### config.mk
export PLATFORM = sky130hd
export DESIGN_NAME = irfl_datapath
export DESIGN_NICKNAME = d
export VERILOG_FILES = /design/src/rtl/irfl_pkg.sv /design/src/rtl/irfl_datapath.sv
export VERILOG_INCLUDE_DIRS = /design/src /design/src/rtl
export SDC_FILE = /design/constraint.sdc
export NUM_CORES = 2
export LEC_CHECK = 0
export BUFFER_PORTS_ARGS = -buffer_cell sky130_fd_sc_hd__buf_2
export CORE_ASPECT_RATIO = 1.5
export CORE_MARGIN = 1.5
export CORE_UTILIZATION = 53
export DETAILED_ROUTE_END_ITERATION = 12
export PLACE_DENSITY_LB_ADDON = 0.05
export SYNTH_ARGS = -nofsm -noshare
export SYNTH_HDL_FRONTEND = slang
export SYNTH_SLANG_ARGS = --single-unit
### constraint.sdc
create_clock -name i_clk -period 5.8 [get_ports i_clk]
set_input_delay 0 -clock i_clk [delete_from_list [all_inputs] [get_ports i_clk]]
set_output_delay 0 -clock i_clk [all_outputs]
set_load 0.03 [all_outputs]
### src/rtl/ir_frame_learn_decoder_assert.svh
// Assertion macros for the IR frame learning decoder.
`ifndef IR_FRAME_LEARN_DECODER_ASSERT_SVH
`define IR_FRAME_LEARN_DECODER_ASSERT_SVH
`define IRFL_ASSERT_IMPL(label, clk, rst_n, cond, consequence, msg) \
    label: assert property (@(posedge clk) disable iff (!rst_n) (cond) |-> (consequence)) \
        else $error(msg);
`define IRFL_ASSERT_NEXT(label, clk, rst_n, cond, consequence, msg) \
    label: assert property (@(posedge clk) disable iff (!rst_n) (cond) |=> (consequence)) \
        else $error(msg);
`endif

### src/rtl/irfl_pkg.sv
// Package with shared types, constants and functions of the IR frame learning decoder.
`default_nettype none
package irfl_pkg;
    localparam int unsigned MaxItems = 128;
    localparam int unsigned CountSat = 1023;
    localparam int unsigned Cap = (MaxItems < CountSat) ? MaxItems : CountSat;
    localparam int unsigned AddrW = $clog2(MaxItems);
    localparam int unsigned CntW = 10;
    localparam int unsigned DurW = 15;
    localparam int unsigned CodeBits = 28;
    localparam int unsigned BitIdxW = 5;
    localparam int unsigned MinFrame = 8;

    localparam logic [1:0] StMatch  = 2'd0;
    localparam logic [1:0] StHeader = 2'd1;
    localparam logic [1:0] StBits   = 2'd2;
    localparam logic [1:0] StNoLib  = 2'd3;

    localparam logic [2:0] BrandA = 3'd0;
    localparam logic [2:0] BrandB = 3'd1;
    localparam logic [2:0] BrandE = 3'd4;

    typedef enum logic [3:0] {
        S_IDLE, S_RD_H0, S_HDR0, S_HDR1, S_RD_START, S_MARK, S_THR, S_THR_CHK,
        S_BIT_RD, S_BIT, S_LIB, S_OUT
    } t_state;

    typedef struct packed {
        logic       rd_h0;
        logic       rd_h1;
        logic       rd_ptr;
        logic       hdr0;
        logic       hdr1;
        logic       clear;
        logic       set_mark;
        logic       learn;
        logic       bit_step;
        logic       lib;
        logic [1:0] fail_status;
        logic       fail;
        logic       emit;
    } t_cmd;

    typedef struct packed {
        logic hdr_e;
        logic hdr_fail;
        logic hdr1_ok;
        logic thr_done;
        logic ptr_end;
        logic bits_done;
        logic bit_fail;
        logic lib_ok;
    } t_stat;

    function automatic logic in_window(input logic [DurW-1:0] d, input logic [DurW-1:0] t,
                                       input logic [11:0] m);
        logic [16:0] hi;
        logic [16:0] lo;
        hi = {2'b00, t} + {5'd0, m};
        lo = {2'b00, d} + {5'd0, m};
        return ({2'b00, d} < hi) && (lo > {2'b00, t});
    endfunction

    function automatic logic pulse_match(input logic [31:0] it, input logic al,
                                         input logic [11:0] m, input logic [DurW-1:0] mk,
                                         input logic [DurW-1:0] sp);
        return (it[31] == al) && (it[15] != al) && in_window(it[30:16], mk, m)
            && in_window(it[14:0], sp, m);
    endfunction
endpackage
`default_nettype wire

### src/rtl/irfl_datapath.sv
// Datapath of the IR frame learning decoder: item store, learning and bit decode.
`default_nettype none
`include "ir_frame_learn_decoder_assert.svh"
module irfl_datapath (
    input  wire logic            i_clk,
    input  wire logic            i_rst_n,
    input  wire logic            i_wr,
    input  wire logic [31:0]     i_item,
    input  wire logic            i_last,
    input  wire logic            i_active_level,
    input  wire logic [11:0]     i_margin_us,
    input  wire logic [14:0]     i_long_space_split_us,
    input  wire irfl_pkg::t_cmd  i_cmd,
    output irfl_pkg::t_stat      o_stat,
    output logic                 o_go,
    output logic                 o_valid,
    output logic [1:0]           o_status,
    output logic [2:0]           o_brand,
    output logic [2:0]           o_variant,
    output logic [5:0]           o_library_index,
    output logic [27:0]          o_frame_code,
    output logic [9:0]           o_item_count
);
    localparam int unsigned AW = irfl_pkg::AddrW;
    localparam int unsigned CW = irfl_pkg::CntW;

    logic [31:0] r_mem [irfl_pkg::MaxItems];
    logic [31:0] r_rd;
    logic [CW-1:0] r_seen, n_seen;
    logic [CW-1:0] r_count;
    logic [CW:0]   r_ptr;
    logic [CW-1:0] r_stored;
    logic [CW:0]   r_start;
    logic [14:0]   r_mark, r_one, r_zero;
    logic [27:0]   r_code;
    logic [irfl_pkg::BitIdxW:0] r_bit;
    logic [2:0]    r_brand, r_variant;
    logic [1:0]    r_status;
    logic          r_go;
    logic          r_valid;
    logic [AW-1:0] w_rd_addr;
    logic          w_do_rd;
    logic          w_is_b, w_is_a, w_is_e;
    logic          w_one, w_zero;
    logic [2:0]    w_var;
    logic          w_lib_ok;
    logic          w_b_mark;

    always_comb begin
        n_seen = r_seen;
        if (r_seen < CW'(irfl_pkg::CountSat)) n_seen = r_seen + 1'b1;
    end

    // store the item while below the capacity
    always_ff @(posedge i_clk) begin
        if (i_wr && ({1'b0, r_seen} < (CW+1)'(irfl_pkg::Cap))) begin
            r_mem[r_seen[AW-1:0]] <= i_item;
        end
        if (w_do_rd) r_rd <= r_mem[w_rd_addr];
    end

    always_comb begin
        w_do_rd = i_cmd.rd_h0 || i_cmd.rd_h1 || i_cmd.rd_ptr;
        if (i_cmd.rd_h0) w_rd_addr = '0;
        else if (i_cmd.rd_h1) w_rd_addr = AW'(1);
        else w_rd_addr = r_ptr[AW-1:0];
    end

    always_ff @(posedge i_clk) begin
        if (!i_rst_n) begin
            r_seen <= '0;
            r_go <= 1'b0;
            r_valid <= 1'b0;
        end else begin
            r_go <= 1'b0;
            r_valid <= i_cmd.emit;
            if (i_wr) begin
                if (i_last) begin
                    r_seen <= '0;
                    r_go <= (n_seen >= CW'(irfl_pkg::MinFrame));
                end else begin
                    r_seen <= n_seen;
                end
            end
        end
    end

    always_ff @(posedge i_clk) begin
        if (i_wr && i_last) begin
            r_count <= n_seen;
            r_stored <= (n_seen < CW'(irfl_pkg::Cap)) ? n_seen : CW'(irfl_pkg::Cap);
        end
    end

    assign w_is_a = irfl_pkg::pulse_match(r_rd, i_active_level, i_margin_us, 15'd9000, 15'd4500);
    assign w_is_b = irfl_pkg::pulse_match(r_rd, i_active_level, i_margin_us, 15'd4500, 15'd4500)
        || irfl_pkg::pulse_match(r_rd, i_active_level, i_margin_us, 15'd4300, 15'd4300)
        || irfl_pkg::pulse_match(r_rd, i_active_level, i_margin_us, 15'd5800, 15'd7300);
    assign w_is_e = irfl_pkg::pulse_match(r_rd, i_active_level, i_margin_us, 15'd3000, 15'd3000);
    assign w_one = irfl_pkg::pulse_match(r_rd, i_active_level, i_margin_us, r_mark, r_one);
    assign w_zero = irfl_pkg::pulse_match(r_rd, i_active_level, i_margin_us, r_mark, r_zero);
    assign w_b_mark = (r_mark < 15'd5000);

    always_comb begin
        w_lib_ok = 1'b1;
        w_var = '0;
        if (r_brand == irfl_pkg::BrandA) begin
            if (r_count == CW'(70) && r_code == 28'h0200a59) w_var = 3'd1;
            else if (r_count == CW'(36) && r_code == 28'h0200a59) w_var = 3'd3;
            else w_lib_ok = 1'b0;
        end else if (r_brand == irfl_pkg::BrandB) begin
            if (w_b_mark) begin
                if (r_code == 28'h6f9b24d) w_var = 3'd0;
                else if (r_code == 28'h0200a59) w_var = 3'd1;
                else w_lib_ok = 1'b0;
            end else begin
                if (r_code == 28'h96620df) w_var = 3'd3;
                else if (r_code == 28'ha65d02f) w_var = 3'd4;
                else w_lib_ok = 1'b0;
            end
        end else begin
            if (r_code == 28'h0003565) w_var = 3'd0;
            else if (r_code == 28'hcd28f70) w_var = 3'd1;
            else if (r_code == 28'h0008565) w_var = 3'd2;
            else if (r_code == 28'h0073565) w_var = 3'd4;
            else w_lib_ok = 1'b0;
        end
    end

    assign o_stat.hdr_e = !w_is_a && !w_is_b && w_is_e;
    assign o_stat.hdr_fail = !w_is_a && !w_is_b && !w_is_e;
    assign o_stat.hdr1_ok = irfl_pkg::pulse_match(r_rd, i_active_level, i_margin_us,
                                                  15'd3000, 15'd4500);
    assign o_stat.thr_done = (r_one != '0) && (r_zero != '0);
    assign o_stat.ptr_end = ({1'b0, r_ptr} > {2'b00, r_stored});
    assign o_stat.bits_done = (r_bit == (irfl_pkg::BitIdxW+1)'(irfl_pkg::CodeBits));
    assign o_stat.bit_fail = !w_one && !w_zero;
    assign o_stat.lib_ok = w_lib_ok;

    // r_ptr is the address of the next read; r_rd holds the item at r_ptr - 1
    always_ff @(posedge i_clk) begin
        if (i_cmd.clear) begin
            r_mark <= '0;
            r_one <= '0;
            r_zero <= '0;
            r_code <= '0;
            r_bit <= '0;
            r_brand <= '0;
            r_variant <= '0;
            r_status <= irfl_pkg::StMatch;
            r_start <= (CW+1)'(1);
            r_ptr <= (CW+1)'(1);
        end
        if (i_cmd.hdr0) begin
            r_brand <= w_is_a ? irfl_pkg::BrandA : (w_is_b ? irfl_pkg::BrandB : irfl_pkg::BrandE);
        end
        if (i_cmd.hdr1) begin
            r_start <= (CW+1)'(2);
            r_ptr <= (CW+1)'(2);
        end
        if (i_cmd.rd_ptr) r_ptr <= r_ptr + 1'b1;
        if (i_cmd.set_mark) begin
            if (r_rd[31] == i_active_level) r_mark <= r_rd[30:16];
        end
        if (i_cmd.learn) begin
            if (r_rd[14:0] > i_long_space_split_us) r_one <= r_rd[14:0];
            else r_zero <= r_rd[14:0];
        end
        if (i_cmd.hdr0 == 1'b0 && i_cmd.rd_h0 == 1'b0 && i_cmd.fail == 1'b0
            && i_cmd.learn == 1'b0 && i_cmd.bit_step == 1'b0 && i_cmd.rd_ptr == 1'b0
            && i_cmd.set_mark == 1'b0 && i_cmd.lib == 1'b0 && i_cmd.emit == 1'b0
            && i_cmd.hdr1 == 1'b0 && i_cmd.clear == 1'b0 && o_stat.thr_done) begin
            r_ptr <= r_start;
        end
        if (i_cmd.bit_step) begin
            if (w_one) r_code <= r_code | (28'd1 << r_bit[irfl_pkg::BitIdxW-1:0]);
            r_bit <= r_bit + 1'b1;
        end
        if (i_cmd.lib) r_variant <= w_var;
        if (i_cmd.fail) r_status <= i_cmd.fail_status;
    end

    assign o_go = r_go;
    assign o_valid = r_valid;
    assign o_status = r_status;
    assign o_brand = (r_status == irfl_pkg::StHeader) ? 3'd0 : r_brand;
    assign o_variant = (r_status == irfl_pkg::StMatch) ? r_variant : 3'd0;
    assign o_library_index = (r_status == irfl_pkg::StMatch)
        ? 6'(({3'd0, r_brand} * 6'd5) + {3'd0, r_variant}) : 6'd0;
    assign o_frame_code = (r_status == irfl_pkg::StMatch || r_status == irfl_pkg::StNoLib)
        ? r_code : 28'd0;
    assign o_item_count = r_count;

    `IRFL_ASSERT_NEXT(a_last_clears, i_clk, i_rst_n, i_wr && i_last, r_seen == '0, "count not cleared after last item")
    `IRFL_ASSERT_IMPL(a_bit_bound, i_clk, i_rst_n, i_cmd.bit_step, r_bit < (irfl_pkg::BitIdxW+1)'(irfl_pkg::CodeBits), "bit index overran")
    `IRFL_ASSERT_NEXT(a_valid_one, i_clk, i_rst_n, o_valid, !o_valid, "result strobe longer than one cycle")
endmodule
`default_nettype wire

==> impl_metrics.yaml <==
status:
  outcome: "finished clean"
worst_setup_path:
  crit_arrival_ns: 6.36
  crit_path_start: "r_ptr[0]"
  end_kind: "flip-flop"
  startpoint_type: "flip-flop"
  crit_type: "reg -> reg"
  r2r-start: "r_ptr[0]"
  cp.required_ns: 6.36
  reg2reg_slack_ns: 0.0007
  cp_max_fo: 12
  r2r_end: "r_rd[7]"
  rr_worst_depth: 11
job:
  drv_cap: 0
hold_path:
  hp-start: "i_cmd[10]"
  min_path_cells: 3
  worst_hold_path_type: "in -> reg"
  min_to: "r_brand[2]"
die:
  row_count: 257
  start_util_pct: 53.25
  design.die.area_mm2: 0.3315
  die_w_um: 470.6
  die_h_um: 704.4
  core_area_mm2: 0.3264
  io_pins: 140
cells_and_area:
  num-nets-final: 10576
  synthToLayoutAreaGrowth_pct: 13.14
  final_cell_mix: "edfxtp_1 (4172), mux4_2 (1024), nor2_1 (915)"
  fin_util_pct: 60.25
  ff_latch_area_mm2: 0.1270
  fillCellCount: 23865
  layout_commonest_cell: "edfxtp_1"
  multi_input_area_mm2: 0.04543
  drive_gt1_share_pct: 22.97
  fin_cells: 14817
timing:
  fin_ws_ns: 0.0007412
  max_freq_mhz: 172.4
  finalSetupViolCount: 0
  grt_setup_unrepaired: "no"
  finClkSkew_ns: 0.07147
  finalHoldViolations: 0
  final.period_utilization_pct: 99.99
  period_needed_ns: 5.799
  tightest_slew_ns: 1.343
  tns_ns: 0
  max_slew_margin_pct: 10.48
  slew_viol_final: 0
place:
  gp_congestion: 0.8873
  dp.cells: 14007
  dp_hpwl_um: 308300
  dpl_worst_slack_ns: 0.1206
  io_buffers: 138
route:
  first_iter_violations: 9914
  route.vias.total: 94615
  drcViolationCount: 0
  finalWirelength_um: 499800
  firstDrtPassIters: 5
  wl_per_cell_um: 33.73
  ant_nets: 0
  via_per_inst: 6.386
power_and_ir_drop:
  p_leak_uw: 0.06426
  power_density_mw_per_mm2: 343.8
  peakVddDrop_mv: 0.2873
yosys:
  synth.distinct_cells: 99
  syn_area_mm2: 0.1738
  async_flop_share_pct: 0
  synth_warnings: 0
  synth_seq_area_share_pct: 73.08
  syn-instance-count: 9619
  synth-seq-cells: 4259
  synth_ff_type: "edfxtp_1"
  synth_edf_count: 4172
  syn_avg_cell_area_um2: 18.07
clocking:
  htreeDepth: 5
  cts_root_buf: "clkbuf_16"
  tritoncts: "done"
  clkTransAtPathRegs_ns: 0.07
  cts.sinks: 4259
  numCtsBuffers: 398
  clock_latency_ns: 0.97
  cts_buffer_depth: 4
grt:
  grt_max_degree: 86
  grt_usage_pct: 30.06
  grt_pass1_wl_um: 707600
  grt_pass1_vias: 96187
  grt-ovfl-total: 0
  antenna_found_initial: 22
## critical path, stage by stage (launching register included)
cell and delay, ns:
edfxtp_1 0.51, o21bai_4 1.02, buf_4 0.34, buf_4 0.29, mux4_2 0.54, nor2_1 0.11, nor2_1 0.06, o211ai_1 0.48
o21ai_0 0.57, buf_4 0.30, o21ai_0 0.73, o21ai_0 0.39
## synth_stat cells, types with 24 or more instances
cell	count	area, um2
edfxtp_1	4172	125300
nor2_1	1045	3923
mux4_2	1024	23060
nand2_1	626	2350
clkbuf_1	355	1333
o21ai_0	347	1737
nand3_1	304	1521
ha_1	289	3616
o211ai_1	232	1742
inv_1	138	518.0
buf_1	136	510.5
a21oi_1	90	450.4
dfxtp_1	87	1742
xnor2_1	60	525.5
nor2b_1	56	350.3
a21o_1	52	390.4
xor2_1	52	455.4
nor3_1	43	215.2
and2_1	41	256.5
nand2b_1	34	212.7
nand4_1	30	187.7
mux2_2	28	315.3
o21a_1	27	202.7
nor4_1	24	150.1
## power by group
group | switching [uW] | internal, uW | total [uW]
sequential | 213 | 33900 | 34200
clock | 11400 | 14200 | 25700
combinational | 4890 | 2890 | 7780
## area by class of cell
cell class	count	area share (%)
Clock buffer	481	5.313
Tap cell	4273	2.719
Timing Repair Buffer	685	2.927
Multi-Input combinational cell	4720	23.10
Sequential cell	4259	64.59
Inverter	139	0.2653
Clock inverter	238	1.053
Antenna cell	22	0.02800
## per-layer routing
layer  track usage (%)  up-vias  wire, um
li1                  -    39576         -
met3             3.359      832     30620
met1             38.93    50482    188500
met5                 0        -        24
met4             14.39        4     27480
met2             51.01     3721    253300
## per-stage QoR
stage	cell area (um2)	total power [uW]	hold slack (ns)
detailed placement	183400	42560	0.2265
floorplan	173800	39140	0.07238
global placement	183400	42510	0.2170
finish	196600	67610	0.07197
CTS	196600	68020	0.009102
global route	196600	69610	0.06609
## worst max-delay path by stage
stage / end / slack [ns] / cells past startpoint
after floorplan: r_code[15] / 1.21 / 24
after global placement: r_rd[7] / 0.17 / 11
after detailed placement: r_rd[7] / 0.12 / 11
after CTS: o_stat[1] / 0.02 / 18
after global routing: o_stat[1] / 0.005 / 20
final: r_rd[7] / 0.0007 / 11
## sequential cells by signal, indices dropped and copies added, names as in the netlist
register	cells
o_go	1
o_item_count	10
o_status	2
o_valid	1
r_bit	6
r_brand	2
r_code	28
r_mark	15
r_mem	4096
r_one	15
r_ptr	11
r_rd	32
r_seen	10
r_start	2
r_stored	10
r_variant	3
r_zero	15
## repair_timing
action	CTS	global route
pin swaps	0	1
setup endpoints to repair	1	1
endpoints found under the hold margin	2155	0
hold buffers	66	0
setup buffers	0	3
gates resized for setup	4	3
## kinds of logic (layout without fill, tap and decap cells)
kind of cell               Yosys count  in the layout  share of synthesized area, %
other                                1             25                      0.002158
xor gates and xnor gates           113            113                        0.5737
AOI/OAI and AO/OA                  952            952                         3.596
adders and majority gates          296            296                         2.155
buffers and inverters              642           1543                         1.410
muxes                             1056           1056                         13.47
and+or+nand+nor                   2300           2300                         5.709
DFF                               4259           4259                         73.08
Power figures use the tool's default switching activity.
