## src/rtl/ir_frame_learn_decoder_assert.svh

```systemverilog
// Assertion macros for the IR frame learning decoder.
`ifndef IR_FRAME_LEARN_DECODER_ASSERT_SVH
`define IR_FRAME_LEARN_DECODER_ASSERT_SVH
`define IRFL_ASSERT_IMPL(label, clk, rst_n, cond, consequence, msg) \
    label: assert property (@(posedge clk) disable iff (!rst_n) (cond) |-> (consequence)) \
        else $error(msg);
`define IRFL_ASSERT_NEXT(label, clk, rst_n, cond, consequence, msg) \
    label: assert property (@(posedge clk) disable iff (!rst_n) (cond) |=> (consequence)) \
        else $error(msg);
`endif

```

## src/rtl/irfl_pkg.sv

```systemverilog
// Package with shared types, constants and functions of the IR frame learning decoder.
`default_nettype none
package irfl_pkg;
    localparam int unsigned MaxItems = 128;
    localparam int unsigned CountSat = 1023;
    localparam int unsigned Cap = (MaxItems < CountSat) ? MaxItems : CountSat;
    localparam int unsigned AddrW = $clog2(MaxItems);
    localparam int unsigned CntW = 10;
    localparam int unsigned DurW = 15;
    localparam int unsigned CodeBits = 28;
    localparam int unsigned BitIdxW = 5;
    localparam int unsigned MinFrame = 8;

    localparam logic [1:0] StMatch  = 2'd0;
    localparam logic [1:0] StHeader = 2'd1;
    localparam logic [1:0] StBits   = 2'd2;
    localparam logic [1:0] StNoLib  = 2'd3;

    localparam logic [2:0] BrandA = 3'd0;
    localparam logic [2:0] BrandB = 3'd1;
    localparam logic [2:0] BrandE = 3'd4;

    typedef enum logic [3:0] {
        S_IDLE, S_RD_H0, S_HDR0, S_HDR1, S_RD_START, S_MARK, S_THR, S_THR_CHK,
        S_BIT_RD, S_BIT, S_LIB, S_OUT
    } t_state;

    typedef struct packed {
        logic       rd_h0;
        logic       rd_h1;
        logic       rd_ptr;
        logic       hdr0;
        logic       hdr1;
        logic       clear;
        logic       set_mark;
        logic       learn;
        logic       bit_step;
        logic       lib;
        logic [1:0] fail_status;
        logic       fail;
        logic       emit;
    } t_cmd;

    typedef struct packed {
        logic hdr_e;
        logic hdr_fail;
        logic hdr1_ok;
        logic thr_done;
        logic ptr_end;
        logic bits_done;
        logic bit_fail;
        logic lib_ok;
    } t_stat;

    function automatic logic in_window(input logic [DurW-1:0] d, input logic [DurW-1:0] t,
                                       input logic [11:0] m);
        logic [16:0] hi;
        logic [16:0] lo;
        hi = {2'b00, t} + {5'd0, m};
        lo = {2'b00, d} + {5'd0, m};
        return ({2'b00, d} < hi) && (lo > {2'b00, t});
    endfunction

    function automatic logic pulse_match(input logic [31:0] it, input logic al,
                                         input logic [11:0] m, input logic [DurW-1:0] mk,
                                         input logic [DurW-1:0] sp);
        return (it[31] == al) && (it[15] != al) && in_window(it[30:16], mk, m)
            && in_window(it[14:0], sp, m);
    endfunction
endpackage
`default_nettype wire

```

## src/rtl/irfl_ctrl.sv

```systemverilog
// Controller state machine of the IR frame learning decoder.
`default_nettype none
`include "ir_frame_learn_decoder_assert.svh"
module irfl_ctrl (
    input  wire logic           i_clk,
    input  wire logic           i_rst_n,
    input  wire logic           i_go,
    input  wire irfl_pkg::t_stat i_stat,
    output irfl_pkg::t_cmd      o_cmd,
    output logic                o_busy
);
    irfl_pkg::t_state r_state, n_state;

    always_ff @(posedge i_clk) begin
        if (!i_rst_n) begin
            r_state <= irfl_pkg::S_IDLE;
        end else begin
            r_state <= n_state;
        end
    end

    always_comb begin
        n_state = r_state;
        o_cmd = '0;
        unique case (r_state)
            irfl_pkg::S_IDLE: begin
                if (i_go) n_state = irfl_pkg::S_RD_H0;
            end
            irfl_pkg::S_RD_H0: begin
                o_cmd.rd_h0 = 1'b1;
                o_cmd.clear = 1'b1;
                n_state = irfl_pkg::S_HDR0;
            end
            irfl_pkg::S_HDR0: begin
                o_cmd.hdr0 = 1'b1;
                o_cmd.rd_h1 = 1'b1;
                if (i_stat.hdr_fail) begin
                    o_cmd.fail = 1'b1;
                    o_cmd.fail_status = irfl_pkg::StHeader;
                    n_state = irfl_pkg::S_OUT;
                end else if (i_stat.hdr_e) begin
                    n_state = irfl_pkg::S_HDR1;
                end else begin
                    n_state = irfl_pkg::S_RD_START;
                end
            end
            irfl_pkg::S_HDR1: begin
                if (!i_stat.hdr1_ok) begin
                    o_cmd.fail = 1'b1;
                    o_cmd.fail_status = irfl_pkg::StHeader;
                    n_state = irfl_pkg::S_OUT;
                end else begin
                    o_cmd.hdr1 = 1'b1;
                    n_state = irfl_pkg::S_RD_START;
                end
            end
            irfl_pkg::S_RD_START: begin
                o_cmd.rd_ptr = 1'b1;
                n_state = irfl_pkg::S_MARK;
            end
            irfl_pkg::S_MARK: begin
                o_cmd.set_mark = 1'b1;
                n_state = irfl_pkg::S_THR;
            end
            irfl_pkg::S_THR: begin
                if (i_stat.thr_done) begin
                    n_state = irfl_pkg::S_THR_CHK;
                end else if (i_stat.ptr_end) begin
                    o_cmd.fail = 1'b1;
                    o_cmd.fail_status = irfl_pkg::StBits;
                    n_state = irfl_pkg::S_OUT;
                end else begin
                    o_cmd.learn = 1'b1;
                    o_cmd.rd_ptr = 1'b1;
                end
            end
            irfl_pkg::S_THR_CHK: begin
                o_cmd.rd_h0 = 1'b0;
                n_state = irfl_pkg::S_BIT_RD;
            end
            irfl_pkg::S_BIT_RD: begin
                o_cmd.rd_ptr = 1'b1;
                n_state = irfl_pkg::S_BIT;
            end
            irfl_pkg::S_BIT: begin
                if (i_stat.bits_done) begin
                    n_state = irfl_pkg::S_LIB;
                end else if (i_stat.ptr_end || i_stat.bit_fail) begin
                    o_cmd.fail = 1'b1;
                    o_cmd.fail_status = irfl_pkg::StBits;
                    n_state = irfl_pkg::S_OUT;
                end else begin
                    o_cmd.bit_step = 1'b1;
                    o_cmd.rd_ptr = 1'b1;
                end
            end
            irfl_pkg::S_LIB: begin
                o_cmd.lib = 1'b1;
                if (!i_stat.lib_ok) begin
                    o_cmd.fail = 1'b1;
                    o_cmd.fail_status = irfl_pkg::StNoLib;
                end
                n_state = irfl_pkg::S_OUT;
            end
            irfl_pkg::S_OUT: begin
                o_cmd.emit = 1'b1;
                n_state = irfl_pkg::S_IDLE;
            end
            default: n_state = irfl_pkg::S_IDLE;
        endcase
    end

    assign o_busy = (r_state != irfl_pkg::S_IDLE);

    `IRFL_ASSERT_NEXT(a_go_busy, i_clk, i_rst_n, r_state == irfl_pkg::S_IDLE && i_go, o_busy, "go did not start the decode")
    `IRFL_ASSERT_NEXT(a_out_idle, i_clk, i_rst_n, o_cmd.emit, !o_busy, "emit not followed by idle")
    `IRFL_ASSERT_IMPL(a_fail_out, i_clk, i_rst_n, o_cmd.fail && r_state != irfl_pkg::S_LIB, n_state == irfl_pkg::S_OUT, "failure not routed to output")
endmodule
`default_nettype wire

```

## config.mk

```make
export PLATFORM = sky130hd
export DESIGN_NAME = irfl_ctrl
export DESIGN_NICKNAME = d
export VERILOG_FILES = /design/src/rtl/irfl_pkg.sv /design/src/rtl/irfl_ctrl.sv
export VERILOG_INCLUDE_DIRS = /design/src /design/src/rtl
export SDC_FILE = /design/constraint.sdc
export NUM_CORES = 1
export LEC_CHECK = 0
export ABC_AREA = 1
export BUFFER_PORTS_ARGS = -buffer_cell sky130_fd_sc_hd__buf_2
export CORE_AREA = 2 2 39 41
export DETAILED_ROUTE_END_ITERATION = 8
export DIE_AREA = 0 0 41 43
export PLACE_DENSITY = 0.75
export SETUP_SLACK_MARGIN = 0.3
export SLEW_MARGIN = 20
export SYNTH_ARGS = -nofsm -noshare
export SYNTH_HDL_FRONTEND = slang
export SYNTH_SLANG_ARGS = --single-unit
```

## constraint.sdc

```tcl
create_clock -name i_clk -period 1.5 [get_ports i_clk]
set_input_delay 0.15 -clock i_clk [delete_from_list [all_inputs] [get_ports i_clk]]
set_output_delay 0.15 -clock i_clk [all_outputs]
set_load 0.02 [all_outputs]
```

==> results of run 1 <==
## synth_stat cells
master   count
a21oi_1      4
a21oi_2      1
buf_4        2
dfxtp_1      4
inv_1       14
inv_2        4
nand2_1     24
nand2_2      4
nand3_1      7
nand3_2      2
nand4_1      1
nand4_2      1
nor2_1      12
nor2_2       6
o21ai_0      2
o21ai_1      1
o21ai_2      1
or2_1        1
## logic make-up (layout without fill, tap and decap cells)
family,after synthesis,after routing
DFF,4,4
AOI/OAI and AO/OA,9,9
buffers and inverters,20,54
and+or+nand+nor,58,58
## power breakdown
part           switching, uW  internal (uW)
clock network           42.7           89.4
registers               62.9            153
logic                    499            382
## what timing repair did
item,in CTS,in global routing
endpoints found under the hold margin,0,0
pin swaps,6,4
gates resized for setup,33,11
setup buffers,6,2
endpoints found under the setup margin,18,19
## stage by stage
step	cells	utilization
final	141	0.621
after global routing	141	0.621
after CTS	139	0.580
after detailed placement	130	0.465
after global placement	130	0.465
after floorplan	91	-
## per-layer routing
layer	routed length (um)	track usage	vias to the layer above
met5	0	0	-
met1	610	0.211	303
met3	77	0.0366	4
li1	-	-	346
met4	21	0.0533	0
met2	952	0.347	24
## cells in the final DEF (no fill, tap or decap)
master    netlist  layout
nand2_2         4       7
nor2_2          6       3
nand3_2         2       3
a21oi_2         1       1
nand3_1         7       6
o21ai_1         1       1
inv_4           0       2
nand4_2         1       1
buf_2           0      14
clkbuf_4        0       3
nor2_4          0       7
nor2_1         12       8
inv_1          14      12
or2_1           1       1
nand4_1         1       1
a21oi_1         4       4
inv_2           4       4
nand2_4         0       2
o21ai_2         1       1
dfxtp_4         0       4
buf_4           2      10
o21ai_0         2       2
buf_6           0       9
nand2_1        24      19
## worst paths after layout
kind	start	to
worst max-delay path	r_state[3]$_SDFFE_PN0P_	o_cmd[1]
worst max register to register	r_state[3]$_SDFFE_PN0P_	r_state[3]$_SDFFE_PN0P_
worst min-delay path	i_rst_n	r_state[0]$_SDFFE_PN0P_
worst min register to register	r_state[1]$_SDFFE_PN0P_	r_state[0]$_SDFFE_PN0P_
## worst max-delay path, cell delays in order, from the launching register on
cell and delay (ns):
dfxtp_4 0.35, inv_4 0.05, nor2_4 0.12, buf_4 0.13, nand3_1 0.10, o21ai_2 0.14, inv_2 0.06, nand3_2 0.06
buf_6 0.12
## final cells by class
| class | count | area (sq um) | area share |
|---|---|---|---|
| Multi-Input combinational cell | 67 | 403 | 0.469 |
| Timing Repair Buffer | 33 | 246 | 0.287 |
| Sequential cell | 4 | 95.1 | 0.111 |
| Inverter | 18 | 72.6 | 0.0844 |
| Clock buffer | 3 | 22.5 | 0.0262 |
| Tap cell | 16 | 20.0 | 0.0233 |
==> summary.txt, run 1 <==
Layout
  • Largest Register: r_state
  • Final cell area excluding filler cells: roughly 860 sq um
  • Area Overhead vs Synth: 74.4%
  • # diodes: 0
  • Max reg flops: 4
  • Top flop regs: r_state: 4 flops
  • Layout cell share with drive strength beyond 1: 0.568
  • # fillers: about 140
  • Final #Nets: about 140

Synthesis
  • Synth Net Count: 102
  • Largest family of logic cells by synthesized area: simple AND/OR/NAND/NOR gates
  • Yosys top cell area share: 0.183
  • Compound-Gate Fraction of Synth Area: 0.107
  • Register area share after synthesis: 0.162
  • Yosys reg bits: 4
  • Simple-gate portion of the synthesized area: 0.563
  • Adder-cell share of the synthesized area: 0
  • Ranking of synthesized cells by area: nand2_1 (18%), dfxtp_1 (16%), inv_1 (11%)
  • Gate count of the mapped netlist: 91
  • Yosys cell types: 18
  • Post-Syn Area: between 400 and 500 sq um
  • Post-synthesis xor/xnor area fraction: 0
  • Yosys warning total: 0
  • Synth area leader: nand2_1
  • Multiplexer share of the synthesized area: 0
  • Synth Area per Inst: roughly 5.4 sq um

Power and ir drop
  • Max VDD drop: approximately 1.1 mV
  • Pwr dens: between 1000 and 1500 mW/mm^2
  • Tot Pwr: 1230 uW
  • Leak Pwr: approximately 0.0005 uW

Critical path
  • Worst endpoint data arrival time: roughly 1.4 ns
  • Crit path launch type: register
  • Critical Path RT: approximately 1.4 ns
  • Cells on worst reg2reg path: 8
  • Critical path class: reg2out
  • CP Capture Type: primary output
  • Worst reg2reg setup slack: between 0.2 and 0.25 ns
  • CP max FO: 3

Die
  • I/O Pins: 26
  • Initial Utilization: 0.356
  • Row count: 14
  • Die Ht: 43 um
  • Die span in x: ~41 um
  • Core area: 0.00138 sq mm
  • Die area: between 0.0015 and 0.002 sq mm

Global routing
  • Global Route Usage Sum: 0.192
  • GRT overflow: 0
  • First-pass GRT wire length: approximately 2.4 mm
  • Largest net degree at the start of global routing: 7
  • Initial antenna violation count: 0
  • Vias in the first global route: roughly 620

Min path
  • WHS Path Cells: 3
  • Hold WC Path Type: in2reg

Timing
  • Slew margin rel.: 0.821
  • Worst-margin pin slew: between 0.2 and 0.3 ns
  • Fin. Hold Viols: 0
  • Max-slew violation count: 0
  • RSZ-0062 raised after global routing: true
  • PnR worst setup slack: -0.0149 ns
  • Min cycle time layout: roughly 1.5 ns
  • Setup Skew: around 0.0017 ns
  • Final setup viols: 2
  • Fmax: 660 MHz
  • Hold slack: approximately 0.2 ns
  • Setup Total Neg Slack: -0.0151 ns
  • Fin crit share: 1.01

Drt
  • Vias: 677
  • Wire per inst: ~12 um
  • ANT nets after route: 0
  • Starting DRT DRC Count: 24
  • Via-to-Cell Ratio: roughly 4.8
  • Detailed Route WL: roughly 1.7 mm
  • # DRC: 0
  • Pre-antenna DRT Iters: 4

Outcome
  • Failing checks: setup timing
  • Status: complete, but fails checks

Placed design
  • IO buf count: 25
  • Pre-CTS WS: approximately 0.13 ns
  • Placed Area: 643 sq um
  • GPL Wtd Cong: a little under 0.9
  • Dpl hpwl: roughly 1.1 mm

Clock network
  • CTS tree: yes
  • Root buffer cell: clkbuf_4
  • Latest clock arrival within the worst-skew pair: between 0.2 and 0.25 ns
  • H-tree depth: 1
  • CTS Buf Count: 3
  • Maximum buffer depth of the clock tree: 2
  • Post-cts hold buffer count: 0
  • CTS Sinks: 4
  • Clock-pin slew on the worst setup and hold paths: about 0.040 ns

Run
  • Max Cap Viol: 0
(Power assumes the default switching activity.)
==> inputs of run 2 (changes only) <==
--- a/config.mk
+++ b/config.mk
@@ -8,9 +8,9 @@
 export LEC_CHECK = 0
 export ABC_AREA = 1
 export BUFFER_PORTS_ARGS = -buffer_cell sky130_fd_sc_hd__buf_2
-export CORE_AREA = 2 2 39 41
+export CORE_AREA = 4 4 41 43
 export DETAILED_ROUTE_END_ITERATION = 8
-export DIE_AREA = 0 0 41 43
+export DIE_AREA = 0 0 45 47
 export PLACE_DENSITY = 0.75
 export SETUP_SLACK_MARGIN = 0.3
 export SLEW_MARGIN = 20
==> run 2 against run 1 <==
  * The run still ends with setup timing left
  * Power rose by 13%
  * Combinational power rose by 18%
  * Non-clock buffer count rose by 6
  * Design area rose by 17%
  * Worst setup slack got worse by 0.027 ns
  * Critical path depth did not move
  * Global-route usage fell by 1.9 points
  * Via count rose by 5.6%
  * Critical path type unchanged
  * Largest power group unchanged
==> summary.txt, run 2 (synthesis results as in run 1) <==
Critical path
  • Worst path cell trace: inv_4, nor2_4, nand2_2, or2_4, o21ai_2, inv_2, nand3_2, buf_6
  • Worst reg2reg setup slack: 0.08 ns (-0.16 ns)
  • CP max stage cell: dfxtp_4
  • Crit path launch type: register
  • Critical path class: reg2out
  • CP max FO: 6 (+3)
  • Max stage delay on crit path: 0.39 ns (+0.04 ns)
  • Critical Path RT: 1.35 ns (about the same)
  • CP Capture Type: primary output
  • Worst endpoint data arrival time: 1.39 ns (+0.03 ns)

Placed design
  • Placed Cells: 129 (-0.77%)
  • Dpl hpwl: 1.16 mm (+7.0%)
  • IO buf count: 25 (unchanged)
  • Placed Area: 642 sq um (-0.19%)
  • GPL Wtd Cong: 0.850 (-2.9%)

Power and ir drop
  • Leak Pwr: 0.000577 uW (+14%)
  • Internal: 720 uW (+15%)
  • Pwr dens: 1380 mW/mm^2 (-3.3%)
  • Logic pwr share: 0.748 (+0.031)
  • Switching power: 667 uW (+10%)
  • Seq pwr share: 0.156 (-0.020)
  • Switching Share: 0.481 (-0.0111)
  • Clock power share: 0.095 (-0.013)
  • Max VDD drop: 1.04 mV (-2.2%)

Timing
  • Worst-margin pin slew: 0.254 ns (-0.0140 ns)
  • Fmax: 648 MHz (-1.8%)
  • Setup Skew: 0.00583 ns (+0.00410 ns)
  • RSZ-0062 raised after global routing: true
  • Fin crit share: 1.03 (+0.0182)
  • Min cycle time layout: 1.54 ns (+0.0272 ns)
  • Slew margin rel.: 0.830 (+0.00936)
  • Max-slew violation count: 0 (unchanged)
  • PnR worst setup slack: -0.0421 ns (-0.0272 ns)
  • Hold slack: 0.205 ns (+0.00826 ns)
  • Fin. Hold Viols: 0 (unchanged)
  • Final setup viols: 2 (unchanged)

Layout
  • Area Overhead vs Synth: 104%
  • Layout cell share with drive strength beyond 1: 0.679 (+0.111)
  • Largest Register: r_state
  • Final cell area excluding filler cells: 0.00100 sq mm (+17%)
  • # diodes: 0 (unchanged)
  • Final #Nets: 144 (+4.3%)
  • Top flop regs: r_state: 4 flops
  • Post-layout utilization of the core: 0.771 (+0.150)
  • # fillers: 107 (-25%)
  • Post-route insts no fill: 146 (+3.5%)
  • Max reg flops: 4 (unchanged)
  • Most frequent cells in the layout: buf_6 (19), nand2_1 (13), buf_2 (12)
  • Most common cell after layout, fill and taps aside: buf_6

Die
  • I/O Pins: 26 (unchanged)
  • Die area: 0.00212 sq mm (+20%)
  • Core area: 0.00130 sq mm (-6.0%)
  • Die Ht: 47 um (+9.3%)
  • Row count: 13 (-1)
  • Die span in x: 45 um (+9.8%)
  • Initial Utilization: 0.379 (+0.0226)

Global routing
  • Vias in the first global route: 680 (+11%)
  • GRT overflow: 0 (unchanged)
  • First-pass GRT wire length: 2.66 mm (+13%)
  • Global Route Usage Sum: 0.174 (-0.0187)
  • Initial antenna violation count: 0 (unchanged)
  • Largest net degree at the start of global routing: 7 (unchanged)

Run
  • Max Cap Viol: 0 (unchanged)

Clock network
  • Latest clock arrival within the worst-skew pair: 0.23 ns (about the same)
  • CTS Sinks: 4 (unchanged)
  • H-tree depth: 1 (unchanged)
  • Root buffer cell: clkbuf_4
  • Clock-pin slew on the worst setup and hold paths: 0.04 ns (about the same)
  • CTS Buf Count: 3 (unchanged)
  • Maximum buffer depth of the clock tree: 2 (unchanged)
  • CTS tree: yes

Drt
  • Via-to-Cell Ratio: 4.90 (+2.0%)
  • Starting DRT DRC Count: 15 (-38%)
  • Vias: 715 (+5.6%)
  • ANT nets after route: 0 (unchanged)
  • # DRC: 0 (unchanged)
  • Detailed Route WL: 1.96 mm (+18%)
  • Pre-antenna DRT Iters: 4 (unchanged)
  • Wire per inst: 13.4 um (+14%)

Outcome
  • Status: complete, but fails checks
  • Failing checks: setup timing

Min path
  • Hold WC Path Type: in2reg
[run 2: cell count changes in the layout (fill, tap and decap cells not counted), moves of 2 or more]
cell and change:
nand2_1 -6, nand2_2 +4, inv_1 -3, inv_2 +2
buf_2 -2, buf_4 -3, buf_6 +10
[run 2: routing by layer]
| metal | GRT usage | share of wire |
|---|---|---|
| met2 | 0.339 | 0.54 |
| met1 | 0.175 | 0.41 |
| met4 | 0.0936 | 0.017 |
| met3 | 0.0268 | 0.038 |
| met5 | 0 | 0 |
[run 2: layout make-up]
class                      count  area [sq um]  area share
inverter                      18          75.1      0.0748
sequential                     4          92.6      0.0923
tap                           15          18.8      0.0187
clock buffer                   3          22.5      0.0224
multi-input combinational     67           448       0.446
timing repair buffer          39           347       0.345
[run 2: worst paths after layout]
kind / startpoint / to / depth (start not counted)
setup / recovery: r_state[1]$_SDFFE_PN0P_ / o_cmd[1] / 8
hold / removal: i_rst_n / r_state[1]$_SDFFE_PN0P_ / 3
setup reg to reg: r_state[1]$_SDFFE_PN0P_ / r_state[0]$_SDFFE_PN0P_ / 11
hold reg to reg: r_state[1]$_SDFFE_PN0P_ / r_state[0]$_SDFFE_PN0P_ / 3
[run 2: repair_timing]
item | CTS | global route
setup endpoints to repair | 19 | 19
hold buffers | 0 | 0
buffers inserted | 5 | 9
pin swaps | 7 | 12
gates resized for setup | 41 | 30
[run 2: power groups by stage]
stage          Combinational, uW  Clock (uW)  Sequential (uW)
2_1_floorplan                489           0              179
3_3_place_gp                 610           0              185
3_5_place_dp                 619           0              186
4_1_cts                      799         140              205
5_1_grt                     1110         152              224
6_report                    1040         132              217
[run 2: metrics by stage]
stage                     setup slack (ns)  total power (uW)  TNS [ns]
after floorplan                      0.305               667         0
after global placement               0.161               795         0
after detailed placement             0.137               805         0
after CTS                         -0.00547              1140  -0.00547
after global routing                -0.107              1480    -0.285
final                              -0.0421              1390   -0.0554
[run 2: critical path: cells and delay by family, from the launching register on]
kind	cells	cell delay (ns)
buf+inv	3	0.23
simple gates	4	0.47
compound gates	1	0.06
flops	1	0.39
